[config.mk]
export PLATFORM = sky130hd
export DESIGN_NAME = shtst_fifo
export DESIGN_NICKNAME = d
export VERILOG_FILES = /design/src/sv/shtst_pkg.sv /design/src/sv/shtst_fifo.sv
export SDC_FILE = /design/constraint.sdc
export NUM_CORES = 1
export LEC_CHECK = 0
export ABC_AREA = 1
export BUFFER_PORTS_ARGS = -buffer_cell sky130_fd_sc_hd__buf_4
export CORE_ASPECT_RATIO = 0.8
export CORE_MARGIN = 3
export CORE_UTILIZATION = 40
export CTS_BUF_LIST = sky130_fd_sc_hd__clkbuf_4 sky130_fd_sc_hd__clkbuf_8
export DETAILED_ROUTE_END_ITERATION = 12
export PLACE_DENSITY_LB_ADDON = 0.12
export SLEW_MARGIN = 20
export SYNTH_ARGS = -nofsm -noshare
export SYNTH_HDL_FRONTEND = slang
export SYNTH_SLANG_ARGS = --single-unit
[constraint.sdc]
create_clock -name clock -period 3.3 [get_ports clock]
set_input_delay 0.66 -clock clock [delete_from_list [all_inputs] [get_ports clock]]
set_output_delay 0.66 -clock clock [all_outputs]
set_load 0.005 [all_outputs]
[src/sv/shtst_pkg.sv]
// Shared types, codes and defaults for the stroke hit tester.
package shtst_pkg;

   localparam int MAX_VERTICES_DEF = 64;
   localparam logic [11:0] STROKE_WIDTH_RESET = 12'd480;

   // Action codes on the request channel
   localparam logic [1:0] ACT_APPEND = 2'd0;
   localparam logic [1:0] ACT_REMOVE = 2'd1;
   localparam logic [1:0] ACT_QUERY  = 2'd2;

   // Status codes on the response channel
   localparam logic [1:0] STATUS_OK        = 2'd0;
   localparam logic [1:0] STATUS_FULL      = 2'd1;
   localparam logic [1:0] STATUS_EMPTY     = 2'd2;

   typedef enum logic [1:0] {
      OP_APPEND,
      OP_REMOVE,
      OP_QUERY,
      OP_NONE
   } op_type;

   typedef struct packed {
      op_type             op;
      logic signed [15:0] x;
      logic signed [15:0] y;
   } item_type;

   typedef struct packed {
      logic full;
      logic empty;
   } fifo_status_type;

   typedef enum logic [3:0] {
      ST_IDLE,
      ST_SEG_RD,
      ST_SEG_A,
      ST_SEG_B,
      ST_SEG_C,
      ST_SEG_D,
      ST_SEG_E,
      ST_VTX_RD,
      ST_VTX_A,
      ST_VTX_B,
      ST_VTX_C,
      ST_ROOT,
      ST_DONE
   } back_state_type;

endpackage

[src/sv/shtst_fifo.sv]
// Two-entry queue between the front end and the execution engine.
module shtst_fifo (
   input  logic                       clock,
   input  logic                       reset,
   input  logic                       push,
   input  shtst_pkg::item_type        push_item,
   input  logic                       pop,
   output shtst_pkg::item_type        head_item,
   output shtst_pkg::fifo_status_type status
);

   shtst_pkg::item_type entry_ff [2];
   logic       wr_ptr_ff, wr_ptr_in;
   logic       rd_ptr_ff, rd_ptr_in;
   logic [1:0] fill_ff, fill_in;

   // Advance pointers and fill level
   always_comb begin
      wr_ptr_in = push ? !wr_ptr_ff : wr_ptr_ff;
      rd_ptr_in = pop ? !rd_ptr_ff : rd_ptr_ff;
      fill_in   = fill_ff + 2'(push) - 2'(pop);
   end

   always_ff @(posedge clock) begin
      if (reset) begin
         wr_ptr_ff <= 1'b0;
         rd_ptr_ff <= 1'b0;
         fill_ff   <= 2'd0;
      end else begin
         wr_ptr_ff <= wr_ptr_in;
         rd_ptr_ff <= rd_ptr_in;
         fill_ff   <= fill_in;
      end
   end

   // Store the pushed item
   always_ff @(posedge clock) begin
      if (push) begin
         entry_ff[wr_ptr_ff] <= push_item;
      end
   end

   assign head_item    = entry_ff[rd_ptr_ff];
   assign status.full  = (fill_ff == 2'd2);
   assign status.empty = (fill_ff == 2'd0);

endmodule

==> metrics.txt <==
Pleak=0.00148 uW; biggest cell delay along the critical path=660 ps; Synth Area in Simple Gates=1.94%; RSZ-0062 raised after global routing=no; Hold Crit Class=in2reg; Rel. slew slack=35.3%; required time of the critical path=2640 ps; Die H=81.3 um; PortBufs=73; outcome=finished, final reports clean; max-cap violations=0; first-pass iteration count of the detailed router=4; sw frac=19.3%; cts hold-fix bufs=0; Cells after Synth=137; Synth Area in Adders=0.883%; Hold Fails Final Rpt=0; switching pwr=401 uW; crit share post-route=77.2%; clk root buf=clkbuf_8; post-synth top area share=72.1%; Final Critical Period=2550 ps; detailed placement HPWL=3.31 mm; HP Start=push_item[29]; antenna violations before repair=0; Synth Area per Inst=20.7 um2; register area=2140 um2; total power=2080 uW; gr usage total=12.0%; post-synthesis xor/xnor area fraction=0.309%; WL met1=1.86 mm; dpl ws=1080 ps; RePlAce Congestion=0.648; clock transition at the registers of the reported paths=70 ps; worst-path fanout max=18; Setup Buffers After CTS=0; Yosys top cell by area=edfxtp_1; Layout fillers=553; post-route cell area=3650 um2; share of layout cells above drive strength 1=55.8%; DR vias/cell=4.56; Mapped Nets=177; Starting Density=42.7%; Cell Area, Synth=2830 um2; Remaining Overflow, GRT=0; Crit Path Category=reg2out; final setup fails=0; Max VDD drop=0.352 mV; Setup crit end kind=output port; PwrDens=569 nW/um2; Synth Register Bits=73; Inserted Clock Buffers=9; area fraction in compound gates after synthesis=0.177%; largest net degree at the start of global routing=35; WP data arrival=1890 ps; Worst Skew=4.79 ps; Routed met2 length=2.35 mm; I/O Pins=74; Total Wirelength=4.65 mm; detailed-route DRC error count=0; first-pass GRT wire length=7.03 mm; Max Fclk=0.392 GHz; Sequential Power Share=52.7%; top layer in use=met4; top cells by area, synth=edfxtp_1 72%, mux2_4 16%, dfxtp_1 3.5%; Top cell by count, worst path=buf_4; Antenna Cells=0; CTS Sinks=73; Placed Area=3440 um2; RR Startpoint=wr_ptr_ff$_SDFFE_PP0P_; number of global-route vias before repair=1494; Placeable Area=6640 um2; Seq/Total Area, Yosys=75.6%; largest family of logic cells by synthesized area=multiplexers; Final WS setup=751 ps; row count=26; clock group share of total power=34.9%; Slowest-stage cell, CP=dfxtp_2; Syn. warnings=0; CP Launch Type=register; TNS Setup=0 ps; Syn-to-layout area delta=28.9%; die width=100 um; mux share of post-synthesis cell area=17.5%; cells along the critical path=buf_4, mux2_4, buf_4; DR WL met3=357 um; final slew viol count=0; CTS resizes=0; Multi-input gate area=597 um2; internal power=1680 uW; Yosys cell types=14; initial DRC count=54; Routed wire per std cell=15.1 um; Clock H-tree levels=3; CTS tree=done; worst skew pair latency=330 ps; Final #Nets=259; via count=1404; Max clock buf depth=2; Post-DRT Antenna Nets=0; DIE AREA=8130 um2; Comb pwr share=12.4%; Least-Margin Pin Slew=969 ps
-- cells by family (layout without fill, tap and decap cells) --
| family | count (synthesis) | count (layout) |
|---|---|---|
| compound gates | 1 | 1 |
| xor+xnor | 1 | 1 |
| simple gates | 14 | 14 |
| fa+ha+maj | 2 | 2 |
| flops | 73 | 73 |
| buf+inv | 12 | 99 |
| mux | 34 | 34 |
-- through the flow --
step	hold WS, ps	util (%)	instances
global route	485	55.0	308
finish	513	55.0	308
floorplan	480	-	137
CTS	490	55.0	308
global placement	499	51.8	292
detailed placement	513	51.8	292
-- synth_stat cells --
cell type	count
ha_1	2
nand3_1	1
buf_6	1
nand2_1	4
mux2_2	4
edfxtp_1	68
xnor2_1	1
inv_1	8
a21oi_1	1
dfxtp_1	5
nor3_1	1
mux2_4	30
buf_12	3
nor2_1	8
-- final timing paths --
path | endpoint | slack, ps | cells past startpoint
max | head_item[5] | 750 | 3
min | entry_ff[0][29]$_DFFE_PP_ | 510 | 1
max reg2reg | entry_ff[1][16]$_DFFE_PP_ | 1620 | 3
min reg2reg | rd_ptr_ff$_SDFFE_PP0P_ | 530 | 2
-- cells in the final DEF (no fill, tap or decap) --
master / instances
buf_4: 75
edfxtp_1: 68
mux2_4: 30
clkbuf_8: 9
inv_1: 8
nor2_1: 7
mux2_2: 4
nand2_1: 4
dfxtp_1: 4
clkbuf_4: 3
ha_1: 2
clkinv_1: 2
bufinv_16: 2
nor2_4: 1
xnor2_1: 1
nor3_1: 1
a21oi_1: 1
nand3_1: 1
dfxtp_2: 1
-- power groups by stage --
stage	clock network [uW]	logic [uW]	registers, uW
floorplan	0	154	1100
global placement	0	256	1110
detailed placement	0	264	1120
CTS	750	265	1100
global route	796	280	1100
finish	725	259	1090
-- final cells by class --
class | instances | share of cell area [%]
repair buffers | 75 | 15.4
clock buffers | 12 | 4.01
clock inverters | 4 | 1.85
multi-input cells | 52 | 16.3
inverters | 8 | 0.822
well taps | 84 | 2.88
flip-flops and latches | 73 | 58.7
-- critical path: cells and delay by family, from the launching register on --
kind | cells | cell delay, ps
muxes | 1 | 340
buffers and inverters | 2 | 560
DFF | 1 | 660
-- flip-flops by register name, summed over array words and instances (netlist names), named ones only --
name       cells
wr_ptr_ff      1
entry_ff      68
fill_ff        2
rd_ptr_ff      1
-- metal layers --
metal / up-vias / global-route usage, %
li1: 673 / -
met4: 0 / 6.06
met3: 6 / 5.41
met1: 668 / 12.9
met5: - / 0
met2: 57 / 20.2
(Power assumes the default switching activity.)
